File: config.mk
export PLATFORM = sky130hd
export DESIGN_NAME = tag_hit_count_tracker_core
export DESIGN_NICKNAME = d
export VERILOG_FILES = /design/src/rtl/core/thcc_pkg.sv /design/src/rtl/core/thcc_alu.sv /design/src/rtl/core/tag_hit_count_tracker_core.sv
export SDC_FILE = /design/constraint.sdc
export NUM_CORES = 1
export LEC_CHECK = 0
export BUFFER_PORTS_ARGS = -buffer_cell sky130_fd_sc_hd__buf_2
export CORE_MARGIN = 2
export CORE_UTILIZATION = 30
export DETAILED_ROUTE_END_ITERATION = 16
export GPL_ROUTABILITY_DRIVEN = 0
export SLEW_MARGIN = 40
export SYNTH_ARGS = -nofsm -noshare
export SYNTH_HDL_FRONTEND = slang
export SYNTH_SLANG_ARGS = --single-unit
File: constraint.sdc
create_clock -name clk -period 7.6 [get_ports clk]
set_input_delay 0.76 -clock clk [delete_from_list [all_inputs] [get_ports clk]]
set_output_delay 0.76 -clock clk [all_outputs]
set_load 0.01 [all_outputs]
File: src/rtl/core/thcc_pkg.sv
package thcc_pkg;

	localparam int ID_W       = 6;
	localparam int HITS_W     = 8;
	localparam int WEIGHT_W   = 8;
	localparam int CFG_IDX_W  = 3;
	localparam int CFG_DATA_W = 8;
	localparam int S_TDATA_W  = 8;
	localparam int M_TDATA_W  = 16;

	typedef enum logic [CFG_IDX_W-1:0] {
		REG_ENABLE     = 3'd0,
		REG_INC_WEIGHT = 3'd1,
		REG_DEC_WEIGHT = 3'd2,
		REG_MAX_HITS   = 3'd3,
		REG_THRESHOLD  = 3'd4
	} cfg_reg_e;

	typedef enum logic [2:0] {
		ST_IDLE,
		ST_DET_RD,
		ST_DET_WR,
		ST_SWP_RD,
		ST_SWP_EV,
		ST_FIN
	} state_t;

	typedef enum logic {
		ALU_ADD_CLAMP,
		ALU_SUB_FLOOR
	} alu_op_t;

endpackage

File: src/rtl/core/thcc_alu.sv
module thcc_alu import thcc_pkg::*; #(
	parameter int COUNT_BITS = 8
) (
	input  alu_op_t               op,
	input  logic [COUNT_BITS-1:0] cnt,
	input  logic [WEIGHT_W-1:0]   weight,
	input  logic [WEIGHT_W-1:0]   max_hits,
	input  logic [WEIGHT_W-1:0]   threshold,
	output logic [COUNT_BITS-1:0] result,
	output logic                  ge
);

	localparam int WW = ((COUNT_BITS > WEIGHT_W) ? COUNT_BITS : WEIGHT_W) + 1;
	localparam logic [WW-1:0] COUNT_MAX = WW'((1 << COUNT_BITS) - 1);

	logic [WW-1:0] a_ext;
	logic [WW-1:0] b_ext;
	logic [WW-1:0] max_ext;
	logic [WW-1:0] cap;
	logic [WW-1:0] raw;
	logic [WW-1:0] res;

	always_comb begin
		a_ext   = WW'(cnt);
		b_ext   = WW'(weight);
		max_ext = WW'(max_hits);
		cap     = (max_ext < COUNT_MAX) ? max_ext : COUNT_MAX;
		raw     = (op == ALU_ADD_CLAMP) ? a_ext + b_ext : a_ext - b_ext;
		case (op)
			ALU_ADD_CLAMP: res = (raw > cap) ? cap : raw;
			ALU_SUB_FLOOR: res = (a_ext > b_ext) ? raw : '0;
			default:       res = '0;
		endcase
		result = res[COUNT_BITS-1:0];
		ge     = a_ext >= WW'(threshold);
	end

endmodule

File: src/rtl/core/tag_hit_count_tracker_core.sv
// Keeps a saturating confidence count per marker id. For a detection beat (tuser 0)
// the count is read from a single-port memory, updated by the shared add/subtract
// unit and written back. An end-of-frame beat (tuser 1) sweeps the ids in ascending
// order, each id as a memory read, then evaluate and write back, followed by a final
// step; the output can be held off by m_tready. With enable low it only clears the
// frame flags, and a detection that is ignored (enable low or id out of range) is
// accepted and dropped. s_tready is high only between items. Each swept frame gives
// the qualifying ids, last one flagged with tlast, or a single marker beat with tuser 0
// when none qualifies. Counts read as zero after reset through per-entry valid bits,
// so no clearing pass is needed.
module tag_hit_count_tracker_core import thcc_pkg::*; #(
	parameter int ID_COUNT   = 64,
	parameter int COUNT_BITS = 8
) (
	input  logic                  clk,
	input  logic                  arst_n,
	input  logic                  cfg_we,
	input  logic [CFG_IDX_W-1:0]  cfg_index,
	input  logic [CFG_DATA_W-1:0] cfg_wdata,
	input  logic                  s_tvalid,
	output logic                  s_tready,
	input  logic [S_TDATA_W-1:0]  s_tdata,  // tag_id[5:0], point_valid[6], zero[7]
	input  logic                  s_tuser,  // func
	output logic                  m_tvalid,
	input  logic                  m_tready,
	output logic [M_TDATA_W-1:0]  m_tdata,  // out_id[5:0], out_hits[13:6], zero[15:14]
	output logic                  m_tuser,  // publish
	output logic                  m_tlast
);

	localparam int AW = (ID_COUNT > 1) ? $clog2(ID_COUNT) : 1;
	localparam int WW = ((COUNT_BITS > HITS_W) ? COUNT_BITS : HITS_W) + 1;
	localparam logic [AW-1:0] IDX_LAST = AW'(ID_COUNT - 1);
	localparam logic [ID_W:0] ID_LIMIT = (ID_W + 1)'(ID_COUNT);

	// configuration
	logic                enable_q;
	logic [WEIGHT_W-1:0] inc_q;
	logic [WEIGHT_W-1:0] dec_q;
	logic [WEIGHT_W-1:0] max_q;
	logic [WEIGHT_W-1:0] thr_q;

	state_t state_q, state_d;

	// count memory and per-entry flags
	logic [COUNT_BITS-1:0] mem [ID_COUNT];
	logic [ID_COUNT-1:0]   ok_q;
	logic [ID_COUNT-1:0]   seen_q;
	logic [ID_COUNT-1:0]   pv_flags_q;
	logic [COUNT_BITS-1:0] rd_data_q;
	logic                  rd_ok_q;

	logic [AW-1:0] id_q;
	logic          pv_q;
	logic [AW-1:0] idx_q;
	logic [AW-1:0] addr;

	logic                  pend_valid_q;
	logic [AW-1:0]         pend_id_q;
	logic [COUNT_BITS-1:0] pend_hits_q;
	logic [WW-1:0]         pend_ext;

	logic              out_valid_q;
	logic [ID_W-1:0]   out_id_q;
	logic [HITS_W-1:0] out_hits_q;
	logic              out_pub_q;
	logic              out_last_q;

	logic [ID_W-1:0]       in_id;
	logic                  in_pv;
	logic                  in_acc;
	logic                  in_range;
	logic                  out_free;
	logic                  qualify;
	logic                  step_ok;
	logic                  mem_we;
	logic                  sweep_start;
	logic                  frame_drop;
	logic                  sweep_step;
	logic                  fin_go;
	logic                  out_push;
	alu_op_t               alu_op;
	logic [COUNT_BITS-1:0] alu_a;
	logic [WEIGHT_W-1:0]   alu_b;
	logic [COUNT_BITS-1:0] alu_res;
	logic                  alu_ge;

	assign in_id    = s_tdata[ID_W-1:0];
	assign in_pv    = s_tdata[ID_W];
	assign in_acc   = s_tvalid && s_tready;
	assign in_range = (ID_W + 1)'(in_id) < ID_LIMIT;
	assign out_free = !out_valid_q || m_tready;
	assign addr     = (state_q == ST_DET_RD || state_q == ST_DET_WR) ? id_q : idx_q;
	assign alu_op   = (state_q == ST_DET_WR) ? ALU_ADD_CLAMP : ALU_SUB_FLOOR;
	assign alu_a    = rd_ok_q ? rd_data_q : '0;
	assign alu_b    = (state_q == ST_DET_WR) ? inc_q : dec_q;
	assign qualify  = seen_q[idx_q] && pv_flags_q[idx_q] && alu_ge;
	assign step_ok  = !(qualify && pend_valid_q) || out_free;
	assign pend_ext = WW'(pend_hits_q);

	thcc_alu #(
		.COUNT_BITS(COUNT_BITS)
	) u_alu (
		.op       (alu_op),
		.cnt      (alu_a),
		.weight   (alu_b),
		.max_hits (max_q),
		.threshold(thr_q),
		.result   (alu_res),
		.ge       (alu_ge)
	);

	always_ff @(posedge clk or negedge arst_n) begin
		if (!arst_n) begin
			state_q <= ST_IDLE;
		end else begin
			state_q <= state_d;
		end
	end

	always_comb begin
		state_d     = state_q;
		s_tready    = 1'b0;
		mem_we      = 1'b0;
		sweep_start = 1'b0;
		frame_drop  = 1'b0;
		sweep_step  = 1'b0;
		fin_go      = 1'b0;
		case (state_q)
			ST_IDLE: begin
				s_tready = 1'b1;
				if (in_acc) begin
					if (s_tuser) begin
						if (enable_q) begin
							sweep_start = 1'b1;
							state_d     = ST_SWP_RD;
						end else begin
							frame_drop = 1'b1;
						end
					end else if (enable_q && in_range) begin
						state_d = ST_DET_RD;
					end
				end
			end
			ST_DET_RD: state_d = ST_DET_WR;
			ST_DET_WR: begin
				mem_we  = 1'b1;
				state_d = ST_IDLE;
			end
			ST_SWP_RD: state_d = ST_SWP_EV;
			ST_SWP_EV: begin
				if (step_ok) begin
					sweep_step = 1'b1;
					mem_we     = !seen_q[idx_q];
					state_d    = (idx_q == IDX_LAST) ? ST_FIN : ST_SWP_RD;
				end
			end
			ST_FIN: begin
				if (out_free) begin
					fin_go  = 1'b1;
					state_d = ST_IDLE;
				end
			end
			default: state_d = ST_IDLE;
		endcase
	end

	assign out_push = (sweep_step && qualify && pend_valid_q) || fin_go;

	// configuration registers
	always_ff @(posedge clk or negedge arst_n) begin
		if (!arst_n) begin
			enable_q <= 1'b1;
			inc_q    <= WEIGHT_W'(1);
			dec_q    <= WEIGHT_W'(1);
			max_q    <= WEIGHT_W'(10);
			thr_q    <= WEIGHT_W'(5);
		end else if (cfg_we) begin
			case (cfg_index)
				REG_ENABLE:     enable_q <= cfg_wdata[0];
				REG_INC_WEIGHT: inc_q    <= cfg_wdata[WEIGHT_W-1:0];
				REG_DEC_WEIGHT: dec_q    <= cfg_wdata[WEIGHT_W-1:0];
				REG_MAX_HITS:   max_q    <= cfg_wdata[WEIGHT_W-1:0];
				REG_THRESHOLD:  thr_q    <= cfg_wdata[WEIGHT_W-1:0];
				default:        ;
			endcase
		end
	end

	// count memory with registered read
	always_ff @(posedge clk) begin
		if (mem_we) begin
			mem[addr] <= alu_res;
		end
		rd_data_q <= mem[addr];
		rd_ok_q   <= ok_q[addr];
	end

	// control state and flags
	always_ff @(posedge clk or negedge arst_n) begin
		if (!arst_n) begin
			ok_q         <= '0;
			seen_q       <= '0;
			pv_flags_q   <= '0;
			idx_q        <= '0;
			pend_valid_q <= 1'b0;
			out_valid_q  <= 1'b0;
		end else begin
			if (mem_we) begin
				ok_q[addr] <= 1'b1;
			end
			if (state_q == ST_DET_WR) begin
				seen_q[id_q]     <= 1'b1;
				pv_flags_q[id_q] <= pv_q;
			end
			if (frame_drop || fin_go) begin
				seen_q     <= '0;
				pv_flags_q <= '0;
			end
			if (sweep_start) begin
				idx_q <= '0;
			end else if (sweep_step && idx_q != IDX_LAST) begin
				idx_q <= idx_q + AW'(1);
			end
			if (sweep_step && qualify) begin
				pend_valid_q <= 1'b1;
			end else if (fin_go) begin
				pend_valid_q <= 1'b0;
			end
			if (out_push) begin
				out_valid_q <= 1'b1;
			end else if (m_tready) begin
				out_valid_q <= 1'b0;
			end
		end
	end

	// payload
	always_ff @(posedge clk) begin
		if (in_acc) begin
			id_q <= in_id[AW-1:0];
			pv_q <= in_pv;
		end
		if (sweep_step && qualify) begin
			pend_id_q   <= idx_q;
			pend_hits_q <= alu_a;
		end
		if (out_push) begin
			if (fin_go && !pend_valid_q) begin
				// empty frame marker
				out_id_q   <= '0;
				out_hits_q <= '0;
				out_pub_q  <= 1'b0;
			end else begin
				out_id_q   <= ID_W'(pend_id_q);
				out_hits_q <= pend_ext[HITS_W-1:0];
				out_pub_q  <= 1'b1;
			end
			out_last_q <= fin_go;
		end
	end

	assign m_tvalid = out_valid_q;
	assign m_tdata  = {{(M_TDATA_W - ID_W - HITS_W){1'b0}}, out_hits_q, out_id_q};
	assign m_tuser  = out_pub_q;
	assign m_tlast  = out_last_q;

`ifndef ASSERT_OFF
	a_pend_idle: assert property (@(posedge clk) disable iff (!arst_n)
		state_q == ST_IDLE |-> !pend_valid_q)
		else $error("pending result left over outside a sweep");

	a_flags_cleared: assert property (@(posedge clk) disable iff (!arst_n)
		fin_go |=> (seen_q == '0 && pv_flags_q == '0))
		else $error("frame flags not cleared after frame end");

	a_no_overwrite: assert property (@(posedge clk) disable iff (!arst_n)
		out_push |-> (!out_valid_q || m_tready))
		else $error("output register overwritten while held");
`endif

endmodule

==> summary.txt, run 1 <==
Status
  • Outcome: finished clean

Placement
  • I/O Buffers: 41
  • Final HPWL DP: 54340 um

Finish
  • Ratio of cells with drive above 1 in the final layout: 17.29%
  • Share of the core filled with cells in the final layout: 34.75%
  • Area growth from synthesis to layout: 15.08%
  • Count of fill cells added during filler insertion: 10440
  • Nets@finish: 2502

Pwr
  • Static leakage: 13.32 nW
  • Share of power burned in registers: 36.7%
  • Switching part of the total: 38.98%
  • Power share of the combinational group: 38.2%
  • Power after layout: 15.74 mW
  • Part of the power in the clock network: 25.2%
  • Internal power: 9.603 mW
  • Power spent charging and discharging nets: 6.134 mW
  • Highest ir drop seen on vdd: 316.3 uV
  • Power Dens Cells: 416.6 mW/mm^2

Clock network
  • Count of H-tree levels built during CTS: 3
  • Total of hold buffers inserted after clock tree synthesis: 0
  • Inserted Clock Buffers: 83
  • Resized Gates After CTS: 0
  • CTS clock-pin slew for the worst setup and hold paths: 60 ps
  • Sink count of the clock tree: 794
  • Clock latency reported for the late side of the worst-skew pair: 650 ps
  • CTS tree: done
  • CTS root buffer: sky130_fd_sc_hd__clkbuf_16
  • Max clock buf depth: 3
  • # Post-CTS Setup Buffers: 0

Setup path
  • Reg-to-reg startpoint: state_q[2]$_DFFE_PN0P_
  • Capture instance of the worst register-to-register path: mem[51][7]$_DFFE_PP_
  • Setup slack on the worst flop-to-flop path: 1180 ps
  • Depth of the most critical reg-to-reg path: 21
  • Worst Path Max Fanout: 38
  • Required time reported for the critical path endpoint: 8010 ps
  • CP endpoint kind: register
  • Worst EP arrival: 6830 ps
  • Kind of critical path: reg -> reg
  • Type of origin of the critical path: register

STA
  • Worst max-slew margin expressed relative to the limit: 36.73%
  • Worst Hold Margin: 294.2 ps
  • Fin crit period: 6421 ps
  • RSZ-0062 raised after global routing: false
  • Final critical-path share of the clock period: 84.49%
  • Number of pins exceeding their max-slew limit in the final report: 0
  • Actual transition at the worst max-transition pin: 939.2 ps
  • Final number of setup-violating endpoints: 0
  • Clk_skew: 38.79 ps
  • Sum Neg Setup Slack: 0 ps
  • Total count of hold-check failures in the final report: 0
  • Maximum clock frequency: 155.7 MHz

Synthesis
  • Cell types with the largest area share after synthesis: sky130_fd_sc_hd__edfxtp_1 (50%), sky130_fd_sc_hd__dfrtp_1 (17%), sky130_fd_sc_hd__a22oi_1 (3.1%), sky130_fd_sc_hd__nor2_1 (2.3%), sky130_fd_sc_hd__mux4_2 (2.3%)
  • Post-Synth Adder-Cell Area: 1.380%
  • Avg Synthesized Cell Area: 13.67 um^2
  • Share of synthesized cell area in and, or, nand and nor gates: 7.921%
  • Post-synthesis instance total: 2401
  • Yosys reg bits: 794
  • Xor and xnor fraction of the mapped netlist area: 0.2706%
  • Share of synthesized area occupied by flip-flops and latches: 68.79%
  • Top cell type by total area after synthesis: sky130_fd_sc_hd__edfxtp_1
  • Fraction of registers with async set/reset: 29.72%
  • Combinational family with the most area after synthesis: compound AO/OA/AOI/OAI gates
  • Count of flip-flops with a built-in enable after synthesis: 549
  • Area fraction of the dominant cell type after synthesis: 50.22%
  • Combined area of all synthesized cells: 0.03283 mm^2
  • Number of library cell types mapped by synthesis: 78
  • Mux cell area share after synthesis: 5.645%
  • Total number of yosys warnings: 0
  • Prevailing post-synth register cell: sky130_fd_sc_hd__edfxtp_1
  • Area fraction in compound gates after synthesis: 13.45%

Job
  • Number of max-cap violations: 0

Floorplanning
  • Floorplan core area: 0.1087 mm^2
  • DIE AREA: 0.1121 mm^2
  • Chip Width: 334.8 um
  • Top-Level Pins: 45
  • Initial Util: 30.20%
  • Die Height: 334.8 um
  • Number of placement rows: 121

Worst hold path
  • Hold crit path type: in -> reg
  • Hold-critical path endpoint: id_q[0]$_DFFE_PP_
  • Launch instance of the worst min-delay path: s_tdata[0]
  • Number of cells on the worst hold path: 1

Routing
  • Average wire per standard cell: 23.08 um
  • DRC marker count from the first detailed-route iteration: 2344
  • Remaining antenna violation count: 0
  • Vias post-DR: 21050
  • Sum of routed wire length over all layers: 90470 um
  • DR DRC count: 0
  • First-pass iteration count of the detailed router: 8
  • Routed vias/inst: 5.370

Global routing
  • Total track usage: 15.88%
  • Number of antenna violations at the first check in global routing: 1
  • Pin count of the biggest net entering global routing: 101
  • Global-route wire length before repair: 135600 um
  • Total congestion overflow after global routing: 0
  • Number of global-route vias before repair: 20920
## worst max-delay path by stage
| stage | start | endpoint | cells past startpoint |
|---|---|---|---|
| 2_1_floorplan | state_q[0]$_DFFE_PN0P_ | mem[0][0]$_DFFE_PP_ | 26 |
| 3_3_place_gp | state_q[2]$_DFFE_PN0P_ | mem[10][2]$_DFFE_PP_ | 20 |
| 3_5_place_dp | state_q[2]$_DFFE_PN0P_ | mem[14][7]$_DFFE_PP_ | 21 |
| 4_1_cts | state_q[2]$_DFFE_PN0P_ | mem[8][7]$_DFFE_PP_ | 21 |
| 5_1_grt | state_q[2]$_DFFE_PN0P_ | mem[10][7]$_DFFE_PP_ | 21 |
| 6_report | state_q[2]$_DFFE_PN0P_ | mem[51][7]$_DFFE_PP_ | 21 |
## Yosys cell counts (5+ instances only)
library cell and instances:
sky130_fd_sc_hd__mux4_2 33, sky130_fd_sc_hd__a221oi_1 42, sky130_fd_sc_hd__and2_1 17, sky130_fd_sc_hd__a222oi_1 25, sky130_fd_sc_hd__a21oi_1 147, sky130_fd_sc_hd__a22o_1 39
sky130_fd_sc_hd__dfrtp_1 229, sky130_fd_sc_hd__a31oi_1 37, sky130_fd_sc_hd__nand2_1 190, sky130_fd_sc_hd__nand4_1 11, sky130_fd_sc_hd__mux2_2 61, sky130_fd_sc_hd__a22oi_1 134
sky130_fd_sc_hd__inv_1 38, sky130_fd_sc_hd__buf_2 31, sky130_fd_sc_hd__buf_1 14, sky130_fd_sc_hd__o22ai_1 5, sky130_fd_sc_hd__xnor2_1 7, sky130_fd_sc_hd__nor3_1 23
sky130_fd_sc_hd__o21bai_1 72, sky130_fd_sc_hd__dfstp_2 7, sky130_fd_sc_hd__nand3_1 81, sky130_fd_sc_hd__nor2b_1 33, sky130_fd_sc_hd__a21o_1 6, sky130_fd_sc_hd__o21ai_0 80
sky130_fd_sc_hd__nor2_1 199, sky130_fd_sc_hd__or3_1 8, sky130_fd_sc_hd__o211ai_1 9, sky130_fd_sc_hd__nor4_1 5, sky130_fd_sc_hd__mux2i_1 37, sky130_fd_sc_hd__dfxtp_1 9
sky130_fd_sc_hd__ha_1 33, sky130_fd_sc_hd__clkbuf_1 108, sky130_fd_sc_hd__edfxtp_1 549, sky130_fd_sc_hd__o21a_1 5
## kinds of logic after synthesis
group | count (synthesis)
other | 1
xor gates and xnor gates | 8
adders and majority gates | 35
buffers and inverters | 199
AOI/OAI and AO/OA | 642
DFF | 794
muxes | 134
and+or+nand+nor | 588
## routing by layer
| metal | wire [um] | global-route usage (%) |
|---|---|---|
| met3 | 6923 | 2.585 |
| met1 | 38650 | 21.73 |
| met4 | 2525 | 4.990 |
| met2 | 42380 | 25.81 |
| met5 | 0 | 0 |
## per-stage QoR
stage,setup slack [ps],area (um^2),instances
floorplan,1647,32830,2402
global placement,1334,34830,3765
detailed placement,1294,34980,3766
CTS,1223,37630,3914
global route,701.0,37770,3919
finish,1179,37780,3920
## critical path: stages (launching register included)
cell	delay [ps]
sky130_fd_sc_hd__dfrtp_1	550
sky130_fd_sc_hd__inv_1	390
sky130_fd_sc_hd__nand3_1	360
sky130_fd_sc_hd__nand2_1	160
sky130_fd_sc_hd__nand2_1	120
sky130_fd_sc_hd__ha_1	340
sky130_fd_sc_hd__o21bai_1	80
sky130_fd_sc_hd__a21oi_1	200
sky130_fd_sc_hd__nor2_1	60
sky130_fd_sc_hd__o21ba_2	200
sky130_fd_sc_hd__o41ai_1	390
sky130_fd_sc_hd__o21ai_0	180
sky130_fd_sc_hd__xnor2_1	180
sky130_fd_sc_hd__ha_1	310
sky130_fd_sc_hd__nand4_1	80
sky130_fd_sc_hd__or2_2	290
sky130_fd_sc_hd__o211ai_1	90
sky130_fd_sc_hd__a21oi_1	60
sky130_fd_sc_hd__nor4b_1	570
sky130_fd_sc_hd__a22o_1	390
sky130_fd_sc_hd__a22o_2	690
sky130_fd_sc_hd__buf_4	420
## cell usage in the layout, fill, tap and decap left out, types with 7 or more instances in the layout
master,instances
sky130_fd_sc_hd__nor2_1,145
sky130_fd_sc_hd__nand3_1,81
sky130_fd_sc_hd__ha_1,33
sky130_fd_sc_hd__nor3_2,7
sky130_fd_sc_hd__clkbuf_8,7
sky130_fd_sc_hd__nand4_1,11
sky130_fd_sc_hd__nand2_1,184
sky130_fd_sc_hd__nand2_2,7
sky130_fd_sc_hd__o211ai_1,9
sky130_fd_sc_hd__inv_1,38
sky130_fd_sc_hd__buf_2,40
sky130_fd_sc_hd__buf_4,62
sky130_fd_sc_hd__a22oi_1,130
sky130_fd_sc_hd__clkinv_2,16
sky130_fd_sc_hd__a221oi_1,42
sky130_fd_sc_hd__mux4_2,33
sky130_fd_sc_hd__o21ai_0,79
sky130_fd_sc_hd__mux2i_1,37
sky130_fd_sc_hd__mux2_2,61
sky130_fd_sc_hd__xnor2_1,7
sky130_fd_sc_hd__nor2b_1,33
sky130_fd_sc_hd__a21oi_1,147
sky130_fd_sc_hd__edfxtp_1,549
sky130_fd_sc_hd__clkinv_1,12
sky130_fd_sc_hd__a22o_1,32
sky130_fd_sc_hd__clkbuf_1,17
sky130_fd_sc_hd__a222oi_1,25
sky130_fd_sc_hd__dfstp_2,7
sky130_fd_sc_hd__clkbuf_16,85
sky130_fd_sc_hd__or3_1,8
sky130_fd_sc_hd__o21bai_1,72
sky130_fd_sc_hd__buf_12,7
sky130_fd_sc_hd__dfxtp_1,9
sky130_fd_sc_hd__nor3_1,16
sky130_fd_sc_hd__dfrtp_1,227
sky130_fd_sc_hd__and2_1,17
sky130_fd_sc_hd__a31oi_1,37
sky130_fd_sc_hd__nor2_2,53
## sequential cells by signal, summed over array words and instances (netlist names), 3 cells and up
register and flops:
dec_q 8, id_q 6, idx_q 6, inc_q 8
max_q 8, mem 512, ok_q 64, out_hits_q 8
out_id_q 6, pend_hits_q 8, pend_id_q 6, pv_flags_q 64
rd_data_q 8, seen_q 64, state_q 3, thr_q 8
## power groups by stage
stage	Combinational [mW]	Clock [mW]	Sequential, mW
final	6.00	3.96	5.77
after global routing	6.38	4.19	5.81
after CTS	5.91	4.01	5.77
after detailed placement	5.90	0	5.85
after global placement	5.81	0	5.85
after floorplan	3.53	0	5.72
## layout make-up
| type | count | area, um^2 | share of cell area [%] |
|---|---|---|---|
| sequential | 794 | 22580 | 59.78 |
| multi-input combinational | 1409 | 9717 | 25.72 |
| clock buffer | 109 | 2287 | 6.055 |
| tap | 1414 | 1769 | 4.684 |
| timing repair buffer | 116 | 907.1 | 2.401 |
| clock inverter | 39 | 366.6 | 0.9705 |
| inverter | 38 | 142.6 | 0.3776 |
| antenna | 1 | 2.502 | 0.006624 |
No activity file was read; power rests on OpenSTA's default activity.
==> inputs of run 2 (changes only) <==
--- a/config.mk
+++ b/config.mk
@@ -5,6 +5,7 @@
 export SDC_FILE = /design/constraint.sdc
 export NUM_CORES = 1
 export LEC_CHECK = 0
+export ABC_AREA = 1
 export BUFFER_PORTS_ARGS = -buffer_cell sky130_fd_sc_hd__buf_2
 export CORE_MARGIN = 2
 export CORE_UTILIZATION = 30
==> constraint.sdc (replaced) <==
create_clock -name clk -period 6.05 [get_ports clk]
set_input_delay 0.605 -clock clk [delete_from_list [all_inputs] [get_ports clk]]
set_output_delay 0.605 -clock clk [all_outputs]
set_load 0.01 [all_outputs]
==> run 2 against run 1 <==
Against the previous run: first-iteration DRC count fell by 6.7%; register-to-register slack got worse by 610 ps; combinational power increased by 16%; sequential cell count stayed put; largest cell class unchanged.
==> summary.txt, run 2 <==
Setup path
  • Worst EP arrival: 5900 ps (-930 ps)
  • Kind of critical path: reg -> reg
  • Required time reported for the critical path endpoint: 6480 ps (-1530 ps)
  • Type of origin of the critical path: register
  • Worst Path Max Fanout: 64 (+68%)
  • CP endpoint kind: register

Clock network
  • CTS clock-pin slew for the worst setup and hold paths: 60 ps (about the same)
  • Count of H-tree levels built during CTS: 3 (unchanged)
  • Resized Gates After CTS: 0 (unchanged)
  • # Post-CTS Setup Buffers: 0 (unchanged)
  • Sink count of the clock tree: 794 (unchanged)
  • CTS root buffer: sky130_fd_sc_hd__clkbuf_16
  • CTS tree: done
  • Max clock buf depth: 3 (unchanged)
  • Inserted Clock Buffers: 79 (-4.8%)
  • Clock latency reported for the late side of the worst-skew pair: 660 ps (about the same)

Floorplanning
  • Chip Width: 343.2 um (+2.5%)
  • DIE AREA: 0.1178 mm^2 (+5.1%)
  • Top-Level Pins: 45 (unchanged)
  • Number of placement rows: 124 (+2.5%)
  • Floorplan core area: 0.1142 mm^2 (+5.0%)
  • Initial Util: 30.23% (+0.031 points)
  • Die Height: 343.2 um (+2.5%)

Routing
  • Sum of routed wire length over all layers: 92100 um (+1.8%)
  • Remaining antenna violation count: 0 (unchanged)
  • Average wire per standard cell: 18.39 um (-20%)
  • First-pass iteration count of the detailed router: 5 (-3)
  • Vias post-DR: 24000 (+14%)
  • DRC marker count from the first detailed-route iteration: 2188 (-6.7%)
  • DR DRC count: 0 (unchanged)
  • Routed vias/inst: 4.792 (-11%)

Global routing
  • Total track usage: 15.58% (-0.30 points)
  • Number of global-route vias before repair: 23320 (+11%)
  • Number of antenna violations at the first check in global routing: 0 (-1)
  • Pin count of the biggest net entering global routing: 85 (-16%)
  • Total congestion overflow after global routing: 0 (unchanged)
  • Global-route wire length before repair: 141100 um (+4.0%)

STA
  • Fin crit period: 5478 ps (-943.0 ps)
  • Clk_skew: 27.06 ps (-11.74 ps)
  • Final number of setup-violating endpoints: 0 (unchanged)
  • Worst max-slew margin expressed relative to the limit: 43.10% (+6.4 points)
  • Actual transition at the worst max-transition pin: 850.3 ps (-88.83 ps)
  • Maximum clock frequency: 182.6 MHz (+17%)
  • RSZ-0062 raised after global routing: false
  • Final critical-path share of the clock period: 90.54% (+6.1 points)
  • Number of pins exceeding their max-slew limit in the final report: 0 (unchanged)
  • Sum Neg Setup Slack: 0 ps (unchanged)
  • Total count of hold-check failures in the final report: 0 (unchanged)

Synthesis
  • Post-synthesis instance total: 3405 (+42%)
  • Number of library cell types mapped by synthesis: 46 (-41%)
  • Count of flip-flops with a built-in enable after synthesis: 549 (unchanged)
  • Share of synthesized area occupied by flip-flops and latches: 65.42% (-3.4 points)
  • Top cell type by total area after synthesis: sky130_fd_sc_hd__edfxtp_1
  • Combined area of all synthesized cells: 0.03452 mm^2 (+5.2%)
  • Yosys reg bits: 794 (unchanged)
  • Most frequent cells after synthesis: sky130_fd_sc_hd__nand2_1 (1028), sky130_fd_sc_hd__edfxtp_1 (549), sky130_fd_sc_hd__nor2_1 (312)
  • Area fraction of the dominant cell type after synthesis: 47.76% (-2.5 points)
  • Prevailing post-synth register cell: sky130_fd_sc_hd__edfxtp_1
  • Cell types with the largest area share after synthesis: sky130_fd_sc_hd__edfxtp_1 (48%), sky130_fd_sc_hd__dfrtp_1 (17%), sky130_fd_sc_hd__nand2_1 (11%), sky130_fd_sc_hd__nor2_1 (3.4%), sky130_fd_sc_hd__o21ai_0 (3.3%)
  • Avg Synthesized Cell Area: 10.14 um^2 (-26%)
  • Fraction of registers with async set/reset: 29.72% (unchanged)
  • Total number of yosys warnings: 0 (unchanged)
  • Most frequently used cell type in the post-synthesis netlist: sky130_fd_sc_hd__nand2_1

Finish
  • Most frequent cells in the layout: sky130_fd_sc_hd__nand2_1 (1019), sky130_fd_sc_hd__edfxtp_1 (549), sky130_fd_sc_hd__inv_1 (286)
  • Nets@finish: 3491 (+40%)
  • Ratio of cells with drive above 1 in the final layout: 8.982% (-8.3 points)
  • Most common library cell in the layout ignoring fill and taps: sky130_fd_sc_hd__nand2_1
  • Register containing the most flip-flops in the final layout: mem
  • Area growth from synthesis to layout: 13.16%
  • Max reg flops: 512 (unchanged)
  • Final std cell area, no fill: 0.03906 mm^2 (+3.4%)
  • Total inserted antenna cells: 0 (-1)

Placement
  • Dpl cell area: 0.03643 mm^2 (+4.2%)
  • I/O Buffers: 41 (unchanged)
  • Final HPWL DP: 55070 um (+1.3%)

Status
  • Outcome: finished clean

Pwr
  • Highest ir drop seen on vdd: 319.2 uV (+0.92%)
  • Power Dens Cells: 491.1 mW/mm^2 (+18%)
  • Power after layout: 19.18 mW (+22%)
  • Static leakage: 15.83 nW (+19%)

Job
  • Number of max-cap violations: 0 (unchanged)

Worst hold path
  • Hold crit path type: in -> reg
==> run 2: cell types whose count changed after synthesis, sizes merged, moves of 40 or more <==
cell	change
mux2	-63
o21bai	-46
clkbuf	-65
nor2	+113
a21oi	+60
nand2	+844
buf	+59
o21ai	+191
nand4	+40
a22oi	-114
a221oi	-42
inv	+270
==> run 2: cell families after synthesis <==
group	after synthesis	share of synthesized area [%]
other	1	0.01086
buffers and inverters	465	5.879
XOR/XNOR	10	0.2537
AO/OA/AOI/OAI	562	8.975
flip-flops	794	65.42
multiplexers	1	0.02900
AND/OR/NAND/NOR	1537	18.12
adder cells (fa/ha/maj)	35	1.312
==> run 2: timing repair <==
| item | 4_1_cts | 5_1_grt |
|---|---|---|
| hold buffers | 1 | 0 |
| endpoints found under the hold margin | 73 | 0 |
| setup endpoints to repair | 0 | 0 |
==> run 2: path summary, 6_finish.rpt <==
| kind | from | end | slack, ps | cells past startpoint |
|---|---|---|---|---|
| worst max register to register | state_q[2]$_DFFE_PN0P_ | mem[0][4]$_DFFE_PP_ | 570 | 24 |
| worst min-delay path | s_tdata[3] | id_q[3]$_DFFE_PP_ | 140 | 1 |
| min in group asynchronous | arst_n | pv_flags_q[47]$_DFFE_PN0P_ | 510 | 2 |
| worst max-delay path | state_q[2]$_DFFE_PN0P_ | mem[0][4]$_DFFE_PP_ | 570 | 24 |
| max in group asynchronous | arst_n | ok_q[8]$_DFFE_PN0P_ | 4160 | 4 |
| worst min register to register | ok_q[49]$_DFFE_PN0P_ | ok_q[49]$_DFFE_PN0P_ | 460 | 2 |
==> run 2: routing by layer <==
layer  routed length [um]  up-vias  track usage (%)
met3                 6505      149            2.986
li1                     -    11390                -
met4                 2398        0            4.367
met1                41540    11690            22.02
met2                41660      772            24.38
met5                    0        -                0
==> run 2: cell type report <==
cell class	count	area [um^2]
flip-flops and latches	794	22580
fillers	11480	75130
inverters	310	1174
well taps	1512	1892
multi-input cells	2147	10050
clock inverters	33	334.1
repair buffers	99	797.0
clock buffers	113	2237
==> run 2: power breakdown <==
part | internal [mW] | switching (mW)
clock | 2.70 | 2.16
combinational | 1.78 | 5.17
sequential | 7.09 | 0.289
==> run 2: per-stage QoR <==
step                      std cells  hold slack (ps)  setup slack (ps)  utilization, %
after floorplan                3406            309.4             497.6               -
after global placement         4858            436.8             760.0           31.83
after detailed placement       4861            444.4             703.4           31.90
after CTS                      5008            106.4             630.1           34.16
after global routing           5008            109.2             29.20           34.21
final                          5008            139.5             572.2           34.21
==> run 2: critical path, cell delays in order, from the launching register on <==
cell and delay, ps:
sky130_fd_sc_hd__dfrtp_1 410, sky130_fd_sc_hd__inv_2 110, sky130_fd_sc_hd__nand3_4 340, sky130_fd_sc_hd__o21ai_0 510
sky130_fd_sc_hd__inv_1 140, sky130_fd_sc_hd__fa_1 400, sky130_fd_sc_hd__nor2_1 120, sky130_fd_sc_hd__nor2_1 60
sky130_fd_sc_hd__o21ai_0 290, sky130_fd_sc_hd__nand2_1 90, sky130_fd_sc_hd__nand2_1 70, sky130_fd_sc_hd__a21oi_1 60
sky130_fd_sc_hd__o21ai_0 230, sky130_fd_sc_hd__xor2_1 190, sky130_fd_sc_hd__inv_1 90, sky130_fd_sc_hd__ha_1 300
sky130_fd_sc_hd__nand2_1 50, sky130_fd_sc_hd__inv_1 60, sky130_fd_sc_hd__nand3_1 60, sky130_fd_sc_hd__o32ai_1 340
sky130_fd_sc_hd__nand2_1 280, sky130_fd_sc_hd__o21ai_1 450, sky130_fd_sc_hd__nand2_1 150, sky130_fd_sc_hd__nand2_2 110
sky130_fd_sc_hd__buf_12 280
